`config.mk`:
```
export PLATFORM = sky130hd
export DESIGN_NAME = sle_out_fifo
export DESIGN_NICKNAME = d
export VERILOG_FILES = /design/src/sv/sle_pkg.sv /design/src/sv/sle_out_fifo.sv
export SDC_FILE = /design/constraint.sdc
export NUM_CORES = 1
export LEC_CHECK = 0
export BUFFER_PORTS_ARGS = -buffer_cell sky130_fd_sc_hd__buf_2
export CORE_ASPECT_RATIO = 1.75
export CORE_MARGIN = 2
export CORE_UTILIZATION = 40
export CTS_CLUSTER_SIZE = 14
export DETAILED_ROUTE_END_ITERATION = 16
export PLACE_DENSITY = 0.7
export SYNTH_ARGS = -nofsm -noshare
export SYNTH_HDL_FRONTEND = slang
export SYNTH_SLANG_ARGS = --single-unit
```
`constraint.sdc`:
```
create_clock -name i_clk -period 6.3 [get_ports i_clk]
set_input_delay 1.26 -clock i_clk [delete_from_list [all_inputs] [get_ports i_clk]]
set_output_delay 1.26 -clock i_clk [all_outputs]
set_load 0.03 [all_outputs]
```
`src/sv/sle_pkg.sv`:
```
// ----------------------------------------------------------------------------
// sle_pkg
// Types, codes and defaults shared by the list engine modules.
// ----------------------------------------------------------------------------
`default_nettype none

package sle_pkg;

    // Default sizing
    localparam int SLE_DEPTH      = 64;
    localparam int SLE_DATA_WIDTH = 32;

    // Command codes
    typedef enum logic [2:0] {
        CMD_PUSH_BACK  = 3'd0,
        CMD_PUSH_FRONT = 3'd1,
        CMD_POP_BACK   = 3'd2,
        CMD_POP_FRONT  = 3'd3,
        CMD_INSERT     = 3'd4,
        CMD_DELETE     = 3'd5,
        CMD_REPLACE    = 3'd6,
        CMD_DUMP       = 3'd7
    } t_cmd;

    // Result status codes
    typedef enum logic [1:0] {
        ST_OK      = 2'd0,
        ST_FULL    = 2'd1,
        ST_EMPTY   = 2'd2,
        ST_BAD_POS = 2'd3
    } t_status;

    // Operation broadcast to every cell
    typedef enum logic [2:0] {
        OP_HOLD,
        OP_INS,
        OP_DEL,
        OP_REP,
        OP_ROT
    } t_cell_op;

    // Input item
    typedef struct packed {
        logic [2:0]         cmd;
        logic [6:0]         position;
        logic signed [31:0] value;
        logic signed [31:0] match_value;
    } t_in_item;

    // Result item
    typedef struct packed {
        logic [1:0]         status;
        logic [6:0]         count;
        logic signed [31:0] data;
        logic               data_valid;
        logic               last;
    } t_out_item;

endpackage

`default_nettype wire

```
`src/sv/sle_out_fifo.sv`:
```
// ----------------------------------------------------------------------------
// sle_out_fifo
// Two-entry result queue that decouples the engine from a stalling receiver.
// ----------------------------------------------------------------------------
`default_nettype none

module sle_out_fifo
    import sle_pkg::*;
(
    input  wire logic      i_clk,
    input  wire logic      i_rst_n,
    input  wire logic      i_push,
    input  wire t_out_item i_item,
    output logic           o_full,
    output logic           o_valid,
    input  wire logic      i_stall,
    output t_out_item      o_item
);

    t_out_item  r_mem [2];
    logic       r_wr_ptr;
    logic       r_rd_ptr;
    logic [1:0] r_cnt;
    logic       w_pop;

    assign w_pop   = (r_cnt != 2'd0) && !i_stall;
    assign o_full  = (r_cnt == 2'd2);
    assign o_valid = (r_cnt != 2'd0);
    assign o_item  = r_mem[r_rd_ptr];

    // pointers and fill level
    always_ff @(posedge i_clk) begin
        if (!i_rst_n) begin
            r_wr_ptr <= 1'b0;
            r_rd_ptr <= 1'b0;
            r_cnt    <= 2'd0;
        end else begin
            if (i_push) r_wr_ptr <= !r_wr_ptr;
            if (w_pop)  r_rd_ptr <= !r_rd_ptr;
            r_cnt <= r_cnt + {1'b0, i_push} - {1'b0, w_pop};
        end
    end

    // storage
    always_ff @(posedge i_clk) begin
        if (i_push) r_mem[r_wr_ptr] <= i_item;
    end

endmodule

`default_nettype wire

```
==> flow_summary.toml <==
[worst_setup_path]
cp.arrival_ps = 2110
slowest_stage = "dfxtp_2"
setup.worst_path.start_class = "register"
critical-path-top-delay-family = "buffers and inverters"
crit_type = "register to output port"
crit_chain = "buf_4 -> mux2_2 -> buf_2"
crit_path_max_fanout = 27
cp_num_buf_inv = 2
r2r_end = "r_mem[1][37]$_DFFE_PP_"
rrSetupSlack_ps = 4660
worst_setup_path_end_kind = "output port"
cpPeakStageDelay_ps = 680
worstPathRequired_ps = 5040
reg2reg_depth = 1
r2r-start = "r_wr_ptr$_SDFFE_PN0P_"

[yosys]
synth_fa_ha_area_share_pct = 0.704
synthMuxAreaShare_pct = 18.4
yosys_warnings = 0
synth_compound_area_share_pct = 0.493
synth_edf_count = 86
yosysMostFrequentCell = "edfxtp_1"
synth-simple-area-share_pct = 1.51
ys_types = 17
synth_top_cell_area_share_pct = 72.7
synth_area_leaders = "edfxtp_1 73%, mux2_4 17%, dfxtp_1 2.8%"
syn_area_mm2 = 0.00355
synth_seq_cells = 91
synth_commonest_cells = "86 x edfxtp_1, 40 x mux2_4, 5 x dfxtp_1"
synthCells = 157
synth_top_area_cell = "edfxtp_1"
async_flop_share_pct = 0
synth_fp_nets = 206
syn_area_per_cell_um2 = 22.6
synth_top_family_by_area = "multiplexers"
synth-seq-area-share_pct = 75.5
ys.flop_type = "edfxtp_1"
synth_xor_area_share_pct = 0.634

[route]
routedWlPerCell_um = 15.2
dr_total_vias = 1691
drcViolationCount = 0
ant_nets = 0
drt_iter0_drc = 81
vias_per_cell = 4.47
drt-total-wl_um = 5730
first_pass_iters = 4

[final_layout]
final_nets = 305
diodes = 0
multi_input_area_um2 = 782
syn_to_final_growth_pct = 24.0
seqCellArea_mm2 = 0.00268
post-route-util_pct = 50.9
fillerInstances = 763
fin_area_mm2 = 0.00441
drive_gt1_share_pct = 59.8

[timing]
slew-limit-headroom_pct = 30.7
period_minus_slack_ps = 3370
rsz0062_at_grt = "no"
hold_violations = 0
fin_tns_setup_ps = 0
setup-violations-final = 0
worst_pin_slew_ps = 1040
hold_ws_ps = 484
fmax_mhz = 297
maxSlewViolCount = 0
fin_ws_ps = 2930
skew_ps = 4.61
fin_crit_sh_pct = 53.5

[run]
maxCapViolCount = 0

[grt]
overflow = 0
grt_usage_pct = 12.3
antenna_found_initial = 1
grt_start_max_net_pins = 45
grt_pass1_vias = 1694
grt_pass1_wl_um = 8340

[min_path]
hp-class = "register to register"
hold_end = "r_rd_ptr$_SDFFE_PN0P_"
hold_path_depth = 2
worstHoldStart = "r_rd_ptr$_SDFFE_PN0P_"

[placed_design]
numPortBuffers = 91
gp_congestion = 0.700
place_area_mm2 = 0.00409
place_ws_ps = 3250

[clocking]
cts.repair.resized = 0
cts_root_buf = "clkbuf_16"
max-clock-path-buffers = 2
cts_tree = "yes"
clkLatencyLatePin_ps = 330
h-tree-depth = 3
holdBufCountCts = 0
clk_pin_slew_worst_paths_ps = 60
numCtsBuffers = 9
clock-sinks = 91
post_cts_buffers = 0

[die]
io-pin-count = 92
start_util_pct = 41.0
die_height_um = 129
die_x_um = 75.3
coreArea_mm2 = 0.00867
die-area_mm2 = 0.00969
row_count = 45

[pwr]
p_per_area_mw_per_mm2 = 389
irDropWorstVdd_mv = 0.216
p_leak_nw = 1.74

[run_status]
outcome = "completed"
-- layout by cell type (no fill, tap or decap), types with 2 or more instances in the layout --
cell type / Yosys / final
mux2i_1: 2 / 2
clkinvlp_4: 0 / 4
ha_1: 2 / 2
buf_4: 0 / 2
buf_2: 0 / 91
inv_1: 2 / 2
dfxtp_1: 5 / 4
edfxtp_1: 86 / 86
nor2b_1: 4 / 3
clkbuf_16: 0 / 9
bufinv_16: 0 / 2
mux2_4: 40 / 40
mux2_2: 3 / 3
-- per-layer routing --
metal / track usage [%] / vias up / wire (µm)
met1: 12.1 / 816 / 1950
met3: 4.93 / 15 / 342
met2: 21.1 / 52 / 3250
met5: 0 / - / 13
li1: - / 806 / -
met4: 7.02 / 2 / 176
-- worst min-delay path, stage by stage, from the launching register on --
cell and delay, ps:
dfxtp_1 310, nand2_1 70, mux2i_1 60
-- state kept, by name (all words and copies together), names as in the netlist, named ones only --
signal and count:
r_cnt 2, r_mem 86, r_wr_ptr 1, r_rd_ptr 1
-- where the power goes --
group / internal [mW] / switching (mW) / leakage [nW]
sequential: 0.706 / 0.0310 / 0.849
clock: 0.347 / 0.206 / 0.141
combinational: 0.189 / 0.238 / 0.747
total: 1.24 / 0.475 / 1.74
-- worst max path at each step --
| stage | start | to | slack (ps) | depth (start not counted) |
|---|---|---|---|---|
| 2_1_floorplan | i_push | r_mem[0][0]$_DFFE_PP_ | 2640 | 1 |
| 3_3_place_gp | register | o_item[0] | 3260 | 3 |
| 3_5_place_dp | register | o_item[42] | 3250 | 3 |
| 4_1_cts | register | o_item[42] | 2880 | 3 |
| 5_1_grt | register | o_item[42] | 2820 | 3 |
| 6_report | register | o_item[42] | 2930 | 3 |
-- cells by family (layout without fill, tap and decap cells) --
| logic type | after synthesis | after routing |
|---|---|---|
| AO/OA/AOI/OAI | 2 | 2 |
| XOR/XNOR | 1 | 1 |
| adder cells (fa/ha/maj) | 2 | 2 |
| buffers and inverters | 7 | 111 |
| flip-flops | 91 | 91 |
| multiplexers | 45 | 45 |
| AND/OR/NAND/NOR | 9 | 9 |
-- final cells by class --
class,count,share of cell area (%)
sequential,91,60.9
clock inverter,6,2.04
clock buffer,10,5.19
timing repair buffer,93,10.7
multi-input combinational,59,17.7
tap,117,3.32
inverter,2,0.170
-- stage by stage --
stage | power [mW] | cells
floorplan | 1.11 | 157
global placement | 1.17 | 362
detailed placement | 1.18 | 362
CTS | 1.74 | 378
global route | 1.79 | 378
finish | 1.72 | 378
Note: power is estimated with default switching activity, not from simulation.
