### config.mk
export PLATFORM = sky130hd
export DESIGN_NAME = sle_cell
export DESIGN_NICKNAME = d
export VERILOG_FILES = /design/src/sv/sle_pkg.sv /design/src/sv/sle_cell.sv
export SDC_FILE = /design/constraint.sdc
export NUM_CORES = 1
export LEC_CHECK = 0
export ABC_AREA = 0
export BUFFER_PORTS_ARGS = -buffer_cell sky130_fd_sc_hd__buf_4
export CAP_MARGIN = 20
export CORE_UTILIZATION = 30
export DETAILED_ROUTE_END_ITERATION = 10
export GPL_TIMING_DRIVEN = 0
export PLACE_DENSITY = 0.68
export REMOVE_ABC_BUFFERS = 1
export SETUP_SLACK_MARGIN = 0.15
export SLEW_MARGIN = 10
export SYNTH_ARGS = -nofsm -noshare
export SYNTH_HDL_FRONTEND = slang
export SYNTH_SLANG_ARGS = --single-unit
### constraint.sdc
create_clock -name i_clk -period 4.6 [get_ports i_clk]
set_input_delay 0.46 -clock i_clk [delete_from_list [all_inputs] [get_ports i_clk]]
set_output_delay 0.46 -clock i_clk [all_outputs]
set_load 0.02 [all_outputs]
### src/sv/sle_pkg.sv
// ----------------------------------------------------------------------------
// sle_pkg
// Types, codes and defaults shared by the list engine modules.
// ----------------------------------------------------------------------------
`default_nettype none

package sle_pkg;

    // Default sizing
    localparam int SLE_DEPTH      = 64;
    localparam int SLE_DATA_WIDTH = 32;

    // Command codes
    typedef enum logic [2:0] {
        CMD_PUSH_BACK  = 3'd0,
        CMD_PUSH_FRONT = 3'd1,
        CMD_POP_BACK   = 3'd2,
        CMD_POP_FRONT  = 3'd3,
        CMD_INSERT     = 3'd4,
        CMD_DELETE     = 3'd5,
        CMD_REPLACE    = 3'd6,
        CMD_DUMP       = 3'd7
    } t_cmd;

    // Result status codes
    typedef enum logic [1:0] {
        ST_OK      = 2'd0,
        ST_FULL    = 2'd1,
        ST_EMPTY   = 2'd2,
        ST_BAD_POS = 2'd3
    } t_status;

    // Operation broadcast to every cell
    typedef enum logic [2:0] {
        OP_HOLD,
        OP_INS,
        OP_DEL,
        OP_REP,
        OP_ROT
    } t_cell_op;

    // Input item
    typedef struct packed {
        logic [2:0]         cmd;
        logic [6:0]         position;
        logic signed [31:0] value;
        logic signed [31:0] match_value;
    } t_in_item;

    // Result item
    typedef struct packed {
        logic [1:0]         status;
        logic [6:0]         count;
        logic signed [31:0] data;
        logic               data_valid;
        logic               last;
    } t_out_item;

endpackage

`default_nettype wire

### src/sv/sle_cell.sv
// ----------------------------------------------------------------------------
// sle_cell
// One list slot: holds a word and takes a new one from itself, a neighbor,
// the head slot or the broadcast value, as the broadcast operation says.
// ----------------------------------------------------------------------------
`default_nettype none

module sle_cell
    import sle_pkg::*;
#(
    parameter int DEPTH      = SLE_DEPTH,
    parameter int DATA_WIDTH = SLE_DATA_WIDTH,
    parameter int INDEX      = 0
) (
    input  wire logic                  i_clk,
    input  wire t_cell_op              i_op,
    input  wire logic [((DEPTH > 1) ? $clog2(DEPTH) : 1)-1:0] i_k,
    input  wire logic [DATA_WIDTH-1:0] i_val,
    input  wire logic [DATA_WIDTH-1:0] i_match,
    input  wire logic [DATA_WIDTH-1:0] i_prev,
    input  wire logic [DATA_WIDTH-1:0] i_next,
    input  wire logic [DATA_WIDTH-1:0] i_head,
    output logic      [DATA_WIDTH-1:0] o_data
);

    localparam int IW = (DEPTH > 1) ? $clog2(DEPTH) : 1;
    localparam logic [IW-1:0] CELL_IDX = IW'(INDEX);

    logic [DATA_WIDTH-1:0] r_data;
    logic [DATA_WIDTH-1:0] n_data;

    // next word select
    always_comb begin
        n_data = r_data;
        unique case (i_op)
            OP_HOLD: n_data = r_data;
            OP_INS: begin
                if (i_k == CELL_IDX) n_data = i_val;
                else if (i_k < CELL_IDX) n_data = i_prev;
            end
            OP_DEL: begin
                if (i_k <= CELL_IDX) n_data = i_next;
            end
            OP_REP: begin
                if (r_data == i_match) n_data = i_val;
            end
            OP_ROT: n_data = (i_k == CELL_IDX) ? i_head : i_next;
            default: n_data = r_data;
        endcase
    end

    // payload, no reset
    always_ff @(posedge i_clk) begin
        r_data <= n_data;
    end

    assign o_data = r_data;

endmodule

`default_nettype wire

==> results of run 1 <==
[cell usage after synthesis]
cell type / instances / area share [%]
maj3_1: 1 / 0.47
o31a_1: 1 / 0.41
inv_1: 33 / 5.9
a21oi_1: 1 / 0.24
o21bai_1: 1 / 0.36
a31oi_1: 1 / 0.30
or2_4: 1 / 0.41
or4_4: 1 / 0.53
nor2_1: 2 / 0.36
and3_1: 1 / 0.30
clkbuf_1: 3 / 0.53
a22oi_1: 32 / 11
nor4_1: 2 / 0.59
buf_2: 1 / 0.24
o21ai_1: 1 / 0.24
buf_4: 3 / 1.1
o21ai_0: 4 / 0.95
nor2b_1: 1 / 0.30
nand2_1: 1 / 0.18
buf_6: 2 / 1.1
o21ai_2: 29 / 12
nor3_2: 1 / 0.47
nand4_1: 8 / 2.4
xnor2_1: 32 / 13
buf_8: 1 / 0.71
edfxtp_1: 32 / 45
[worst min-delay path, cell delays in order]
cell	delay (ps)
buf_4	80
a22oi_1	60
o21ai_2	50
[metrics by stage]
step                      power [W]  cell area, um^2  util [%]  std cells  worst slack [ps]
after detailed placement  0.0007176             3496     51.45        453              1799
after CTS                 0.0009849             3602     53.02        461              2006
after floorplan           0.0005409             2038         -        186              1135
after global placement    0.0007046             3427     50.44        451             145.8
final                     0.0009728             3602     53.02        461              2109
after global routing       0.001020             3602     53.02        461              1829
[report_power, final]
group / internal (W) / switching, W
logic: 0.000176 / 0.000140
clock network: 0.000158 / 0.000109
registers: 0.000366 / 0.0000237
[layout make-up]
type | instances | area [um^2]
Inverter | 33 | 123.9
Timing Repair Buffer | 171 | 1311
Tap cell | 96 | 120.1
Sequential cell | 32 | 960.9
Fill cell | 608 | 3192
Multi-Input combinational cell | 121 | 979.7
Clock inverter | 3 | 37.54
Clock buffer | 5 | 68.82
[how the worst max path moves through the flow]
| stage | to | slack, ps | cells past startpoint |
|---|---|---|---|
| 6_report | o_data[13]$_DFFE_PP_ | 2110 | 6 |
| 5_1_grt | o_data[7]$_DFFE_PP_ | 1830 | 6 |
| 4_1_cts | o_data[13]$_DFFE_PP_ | 2010 | 6 |
| 3_5_place_dp | o_data[13]$_DFFE_PP_ | 1800 | 7 |
| 3_3_place_gp | o_data[13]$_DFFE_PP_ | 150 | 6 |
| 2_1_floorplan | o_data[0]$_DFFE_PP_ | 1130 | 5 |
[routing by layer]
layer  wire length (um)  up-vias  global-route usage (%)
met3                604        6                   5.486
met4                 76        0                   5.455
met2               3485      117                   34.13
li1                   -     1045                       -
met5                  0        -                       0
met1               2257      954                   17.86
[cell families after synthesis]
kind of cell             after synthesis
adder cells (fa/ha/maj)                1
buffers and inverters                 43
flip-flops                            32
AND/OR/NAND/NOR                       18
XOR/XNOR                              32
AO/OA/AOI/OAI                         70
==> out/results.tsv, run 1 <==
metric	value	unit
slowest_delay	610	ps
tightest_slew	844.2	ps
grtUsageTotal	17.64	%
grt_max_degree	33	
vias	2122	
worstPathRequired	4590	ps
cts_tree	built	
leakage	1.612	nW
hold_buffers	0	
syn_area	2115	um^2
synth_fa_ha_area_share	0.4734	%
grt_overflow	0	
rows	30	
clock.fmax	401.4	MHz
die_w	85.96	um
ir_worst_vdd	0.0001167	V
gp_congestion	0.7500	
first_pass_iters	6	
r2r-start	o_data[15]$_DFFE_PP_	
min_period_over_period	54.16	%
synth_top_family_by_area	compound AO/OA/AOI/OAI gates	
status	complete, no violations	
cts_inserted_buffers	5	
critPathLaunchType	register	
ioPinCount	202	
ctsResizeCount	0	
hold_path_end	o_data[28]$_DFFE_PP_	
coreArea	6794	um^2
mostFrequentLayoutCells	buf_4, inv_1, a22oi_1, xnor2_1, edfxtp_1	
vias_per_cell	4.603	
max_slew_margin	43.57	%
grt_pass1_wl	10.08	mm
crit_fanout	17	
drive_above_1_share	57.81	%
p_per_area	270.1	nW/um^2
synthMuxAreaShare	0	%
cts.clk_slew.worst_paths	70	ps
hold_depth	3	
fin_hold_ws	470.8	ps
place_hpwl	5.166	mm
hp-start	i_head[28]	
crit_arrival	2480	ps
synthCells	196	
hold_path_class	input pin to register	
fin_crit	2491	ps
worst-path-buf-inv	1	
cap_viol_max_count	0	
cp_slowest_cell	a31oi_4	
synth-seq-area-share	45.44	%
setup-tns-final	0	ps
path_class	register to register	
grt_pass1_vias	2207	
synth_compound_area_share	25.86	%
worstSetupStartpoint	o_data[15]$_DFFE_PP_	
drt-initial-drc-count	55	
final_common_cell	buf_4	
port_buffers	169	
die_height	85.96	um
dieArea	7388	um^2
synthDistinctLibCells	26	
synth_xor_xnor_area_share	13.25	%
finClkSkew	4.643	ps
detail_route.wl_per_cell	13.93	um
hold_viol	0	
clkLatencyLatePin	280	ps
ff2ff_path_depth	6	
ant_nets	0	
antenna_found_initial	0	
cts_setup_buffers	0	
worst_setup_path_end_kind	register	
r2r-end	o_data[13]$_DFFE_PP_	
rsz0062_at_grt	no	
crit_family	simple AND/OR/NAND/NOR gates	
area_growth	70.35	%
clkSinkCount	32	
n_antenna_cell	0	
yosysWarnings	0	
reg2reg_slack	2110	ps
totalWireLength	6.423	mm
start_util	31.12	%
root_buffer	clkbuf_8	
clockBufferDepth	2	
largest_reg_flops	32	
setup_viol	0	
avgSynthCellArea	10.79	um^2
ys_seq_elements	32	
slew_viol_final	0	
htreeDepth	2	
drt_drc_violations_left	0	
synth-simple-area-share	5.503	%
cp_cell_sequence	xnor2_1, nand4_1, nor4_1, nand2_1, a31oi_4, buf_16	
fin_nets	534	
No activity file was read; power rests on OpenSTA's default activity.
==> run 2, diff against run 1 <==
Settings changed: PLACE_DENSITY 0.68 to 0.71.
Clock period 4.6 ns to 2.2 ns, I/O delays scaled along.
==> out/results.tsv, run 2 (synthesis results as in run 1) <==
metric	value	unit	change
r2r-end	o_data[14]$_DFFE_PP_		was o_data[13]$_DFFE_PP_
fin_crit	2053	ps	was 2491 ps
drt-initial-drc-count	46		was 55
crit_fanout	8		was 17
hold_viol	0		unchanged
grt.busiest_layer	met2		unchanged
coreArea	6794	um^2	unchanged
hold_depth	3		unchanged
place_inst	453		unchanged
power_frac_clock	22.9	%	was 27.4%
ioPinCount	202		unchanged
grt_max_degree	33		unchanged
port_buffers	169		unchanged
critPathLaunchType	register		unchanged
vias	2127		was 2122
ir_worst_vdd	0.0002216	V	was 0.0001167 V
use_met1	17.36	%	was 17.86%
clkSinkCount	32		unchanged
power_frac_seq	41.5	%	was 40.1%
power.net_switching	0.0005855	W	was 0.0002728 W
hold_path_class	input pin to register		unchanged
first_pass_iters	4		was 6
dieArea	7388	um^2	unchanged
tightest_slew	848.8	ps	was 844.2 ps
worstPathRequired	2210	ps	was 4590 ps
clockBufferDepth	2		unchanged
clkLatencyLatePin	280	ps	about the same
reg2reg_slack	150	ps	was 2110 ps
hp-start	i_head[10]		was i_head[28]
setup_viol	0		unchanged
cts.clk_slew.worst_paths	70	ps	about the same
path_class	register to register		unchanged
cap_viol_max_count	0		unchanged
placed_area	3496	um^2	unchanged
p_per_area	530.4	nW/um^2	was 270.1 nW/um^2
hold_path_end	o_data[10]$_DFFE_PP_		was o_data[28]$_DFFE_PP_
largest_reg_flops	32		unchanged
die_height	85.96	um	unchanged
crit_arrival	2060	ps	was 2480 ps
met2_usage	35.21	%	was 34.13%
mostFrequentLayoutCells	buf_4, inv_1, a22oi_1, xnor2_1, edfxtp_1		unchanged
cts_tree	built		unchanged
grt_pass1_wl	9.991	mm	was 10.08 mm
r2r-start	o_data[1]$_DFFE_PP_		was o_data[15]$_DFFE_PP_
fill_cells	621		was 608
detail_route.wl_per_cell	13.97	um	was 13.93 um
antenna_found_initial	0		unchanged
slew_viol_final	0		unchanged
ff2ff_path_depth	7		was 6
max_slew_margin	43.26	%	was 43.57%
min_period_over_period	93.31	%	was 54.16%
die_w	85.96	um	unchanged
n_antenna_cell	0		unchanged
setup-tns-final	0	ps	unchanged
gp_congestion	0.7322		was 0.7500
area_growth	75.50	%	was 70.35%
drive_above_1_share	59.84	%	was 57.81%
instances_no_fill	467		was 461
status	complete, no violations		unchanged
worst_setup_path_end_kind	register		unchanged
start_util	31.12	%	unchanged
leakage	1.670	nW	was 1.612 nW
rows	30		unchanged
vias_per_cell	4.555		was 4.603
hold_buffers	0		unchanged
place_hpwl	5.097	mm	was 5.166 mm
root_buffer	clkbuf_8		unchanged
power_frac_comb	35.6	%	was 32.5%
grt_pass1_vias	2210		was 2207
clock.fmax	487.1	MHz	was 401.4 MHz
fin_nets	540		was 534
grt_overflow	0		unchanged
power_switching_share	29.74	%	was 28.04%
ant_nets	0		unchanged
drt_drc_violations_left	0		unchanged
p_int	0.001383	W	was 0.0007000 W
cts_inserted_buffers	5		unchanged
finClkSkew	6.867	ps	was 4.643 ps
postLayoutCoreUtil	54.62	%	was 53.02%
stdcell_area	3711	um^2	was 3602 um^2
grt_util_met3	4.042	%	was 5.486%
htreeDepth	2		unchanged
final_common_cell	buf_4		unchanged
grtUsageTotal	17.45	%	was 17.64%
rsz0062_at_grt	yes		was no
totalWireLength	6.522	mm	was 6.423 mm
run 2: cell count changes in the layout (fill, tap and decap cells not counted), sizes merged:
cell | before | now
buf | 171 | 175
clkbuf | 5 | 7
bufinv | 1 | 0
clkinv | 2 | 3
run 2: worst max path at each step:
stage | start | to | slack (ps) | depth (start not counted)
2_1_floorplan | i_k[3] | o_data[0]$_DFFE_PP_ | -1030 | 5
3_3_place_gp | o_data[4]$_DFFE_PP_ | o_data[14]$_DFFE_PP_ | -2010 | 5
3_5_place_dp | o_data[1]$_DFFE_PP_ | o_data[14]$_DFFE_PP_ | -330 | 6
4_1_cts | o_data[4]$_DFFE_PP_ | o_data[22]$_DFFE_PP_ | 150 | 6
5_1_grt | o_data[10]$_DFFE_PP_ | o_data[15]$_DFFE_PP_ | 50 | 7
6_report | o_data[1]$_DFFE_PP_ | o_data[14]$_DFFE_PP_ | 150 | 7
run 2: per-layer routing:
layer	wire [um]	vias to the layer above	part of all wire, %
met5	0	-	0
met4	68	0	1.0
met1	2332	971	36
li1	-	1055	-
met3	468	6	7.2
met2	3653	95	56
run 2: area by class of cell:
type / instances / area [um^2] / area share, %
Clock buffer: 5 / 68.82 / 1.854
Tap cell: 96 / 120.1 / 3.237
Sequential cell: 32 / 960.9 / 25.89
Multi-Input combinational cell: 121 / 1002 / 27.01
Timing Repair Buffer: 177 / 1416 / 38.17
Inverter: 33 / 123.9 / 3.338
Clock inverter: 3 / 18.77 / 0.5057
run 2: what timing repair did:
item	CTS	global route
gates resized for setup	3	1
gates cloned	0	2
pin swaps	1	2
hold endpoints to repair	0	0
setup endpoints to repair	32	48
setup buffers	3	1
run 2: power groups by stage:
stage          registers, W  clock network, W  logic [W]
2_1_floorplan      0.000918                 0   0.000213
3_3_place_gp       0.000832                 0   0.000639
3_5_place_dp       0.000831                 0   0.000667
4_1_cts            0.000817          0.000472   0.000684
5_1_grt            0.000824          0.000490   0.000753
6_report           0.000816          0.000451   0.000701
run 2: stage by stage:
step,hold WS [ps],setup WS (ps),power [W]
finish,227.4,147.2,0.001969
global route,227.9,54.61,0.002067
CTS,221.0,150.2,0.001973
detailed placement,522.4,-333.6,0.001498
global placement,518.1,-2013,0.001471
floorplan,429.5,-1025,0.001131
run 2: worst max-delay path: stages, from the launching register on:
cell and delay, ps:
edfxtp_1 420, xnor2_1 180, nand4_1 180, nor4_4 330
nand2_1 130, a31oi_4 240, buf_12 160, clkbuf_16 150
==> run 3, diff against run 2 <==
Settings changed: CORE_UTILIZATION 30 to 33, PLACE_DENSITY 0.71 to 0.77.
==> out/results.tsv, run 3 (synthesis results as in run 1) <==
metric	value	unit	change
grt_overflow	0		unchanged
clock.fmax	504.2	MHz	was 487.1 MHz
regArea	960.9	um^2	unchanged
grt_pass1_vias	2087		was 2210
cts_tree	built		unchanged
ioPinCount	202		unchanged
htreeDepth	2		unchanged
clkSinkCount	32		unchanged
vias_per_cell	4.837		was 4.555
area_growth	71.07	%	was 75.50%
crit_fanout	19		was 8
place_ws	-264.3	ps	was -333.6 ps
place_inst	432		was 453
fin_hold_ws	227.1	ps	was 227.4 ps
cts_inserted_buffers	5		unchanged
first_pass_iters	4		unchanged
largest_reg_flops	32		unchanged
port_buffers	169		unchanged
cap_viol_max_count	0		unchanged
grt_pass1_wl	9.370	mm	was 9.991 mm
grt_max_degree	33		unchanged
postLayoutCoreUtil	59.68	%	was 54.62%
r2r-start	o_data[6]$_DFFE_PP_		was o_data[1]$_DFFE_PP_
drive_above_1_share	59.13	%	was 59.84%
hold_path_end	o_data[10]$_DFFE_PP_		unchanged
gp_congestion	0.7250		was 0.7322
min_period_over_period	90.14	%	was 93.31%
hp-start	i_head[10]		unchanged
reg2reg_slack	220	ps	was 150 ps
hold_buffers	0		unchanged
ant_nets	0		unchanged
root_buffer	clkbuf_8		unchanged
vias	2138		was 2127
slew_viol_final	0		unchanged
crit_arrival	1980	ps	was 2060 ps
n_antenna_cell	0		unchanged
setup-tns-final	0	ps	unchanged
ff2ff_path_depth	6		was 7
finClkSkew	7.856	ps	was 6.867 ps
drt_drc_violations_left	0		unchanged
setup_viol	0		unchanged
die_w	82.05	um	was 85.96 um
die_height	82.05	um	was 85.96 um
place_hpwl	5.068	mm	was 5.097 mm
cts.clk_slew.worst_paths	70	ps	about the same
grtUsageTotal	19.23	%	was 17.45%
worst_setup_path_end_kind	register		unchanged
dieArea	6731	um^2	was 7388 um^2
hold_depth	3		unchanged
drt-initial-drc-count	49		was 46
r2r-end	o_data[5]$_DFFE_PP_		was o_data[14]$_DFFE_PP_
ir_worst_vdd	0.0004264	V	was 0.0002216 V
instances_no_fill	442		was 467
final_common_cell	buf_4		unchanged
multi_input_area	999.7	um^2	was 1002 um^2
clockBufferDepth	2		unchanged
critPathLaunchType	register		unchanged
detail_route.wl_per_cell	14.80	um	was 13.97 um
fin_nets	536		was 540
coreArea	6061	um^2	was 6794 um^2
antenna_found_initial	0		unchanged
fill_cells	518		was 621
leakage	1.624	nW	was 1.670 nW
totalWireLength	6.541	mm	was 6.522 mm
start_util	34.89	%	was 31.12%
hold_viol	0		unchanged
clkLatencyLatePin	290	ps	was 280 ps
worstPathRequired	2190	ps	was 2210 ps
status	complete, no violations		unchanged
tightest_slew	828.2	ps	was 848.8 ps
fin_crit	1983	ps	was 2053 ps
path_class	register to register		unchanged
rows	28		was 30
p_per_area	567.3	nW/um^2	was 530.4 nW/um^2
hold_path_class	input pin to register		unchanged
rsz0062_at_grt	yes		unchanged
mostFrequentLayoutCells	buf_4, inv_1, a22oi_1, xnor2_1, edfxtp_1		unchanged
setup_slack	216.8	ps	was 147.2 ps
max_slew_margin	44.64	%	was 43.26%
[run 3: cell types whose count changed in the layout (fill, tap and decap cells not counted), sizes merged]
cell | before | now
buf | 175 | 172
bufinv | 0 | 1
clkbuf | 7 | 6
clkinv | 3 | 1
or2 | 1 | 2
[run 3: how the worst max path moves through the flow]
stage                              start                   end  slack (ps)  cells after the start
detailed placement                i_k[3]  o_data[16]$_DFFE_PP_        -260                      7
CTS                               i_k[3]  o_data[30]$_DFFE_PP_         180                      7
global placement                  i_k[3]  o_data[14]$_DFFE_PP_       -1890                      6
global route        o_data[17]$_DFFE_PP_   o_data[5]$_DFFE_PP_         110                      6
finish               o_data[6]$_DFFE_PP_   o_data[5]$_DFFE_PP_         220                      6
floorplan                         i_k[3]   o_data[0]$_DFFE_PP_       -1030                      5
[run 3: cell type report]
cell class	instances	area share (%)
Inverter	33	3.424
Clock buffer	6	2.006
Multi-Input combinational cell	122	27.64
Clock inverter	2	0.9685
Sequential cell	32	26.57
Tap cell	75	2.594
Timing Repair Buffer	172	36.80
[run 3: per-stage QoR]
step                      total power (W)  cell area, um^2
after floorplan                  0.001131             2038
after global placement           0.001467             3401
after detailed placement         0.001498             3470
after CTS                        0.002074             3610
after global routing             0.002159             3617
final                            0.002052             3617
[run 3: where the power goes]
part	internal, W	total [W]	switching [W]
logic	0.000375	0.000674	0.000299
registers	0.000765	0.000815	0.0000499
clock network	0.000336	0.000563	0.000227
[run 3: worst max-delay path, stage by stage, from the launching register on]
cell and delay [ps]:
edfxtp_1 420, xnor2_1 170, nand4_1 160, nor4_2 340, nand2_1 140, a31oi_4 250
buf_16 200
[run 3: per-layer routing]
layer  vias up  part of all wire [%]  track usage (%)
met5         -                     0                0
met4         0                   1.6            7.719
met3         9                   8.6            5.444
met2       109                    54            37.11
met1       971                    36            18.97
li1       1049                     -                -
[run 3: repair_timing]
item | in CTS | in global routing
setup buffers | 1 | 0
pin swaps | 1 | 1
endpoints found under the setup margin | 32 | 49
gates resized for setup | 2 | 1
gates cloned | 0 | 1
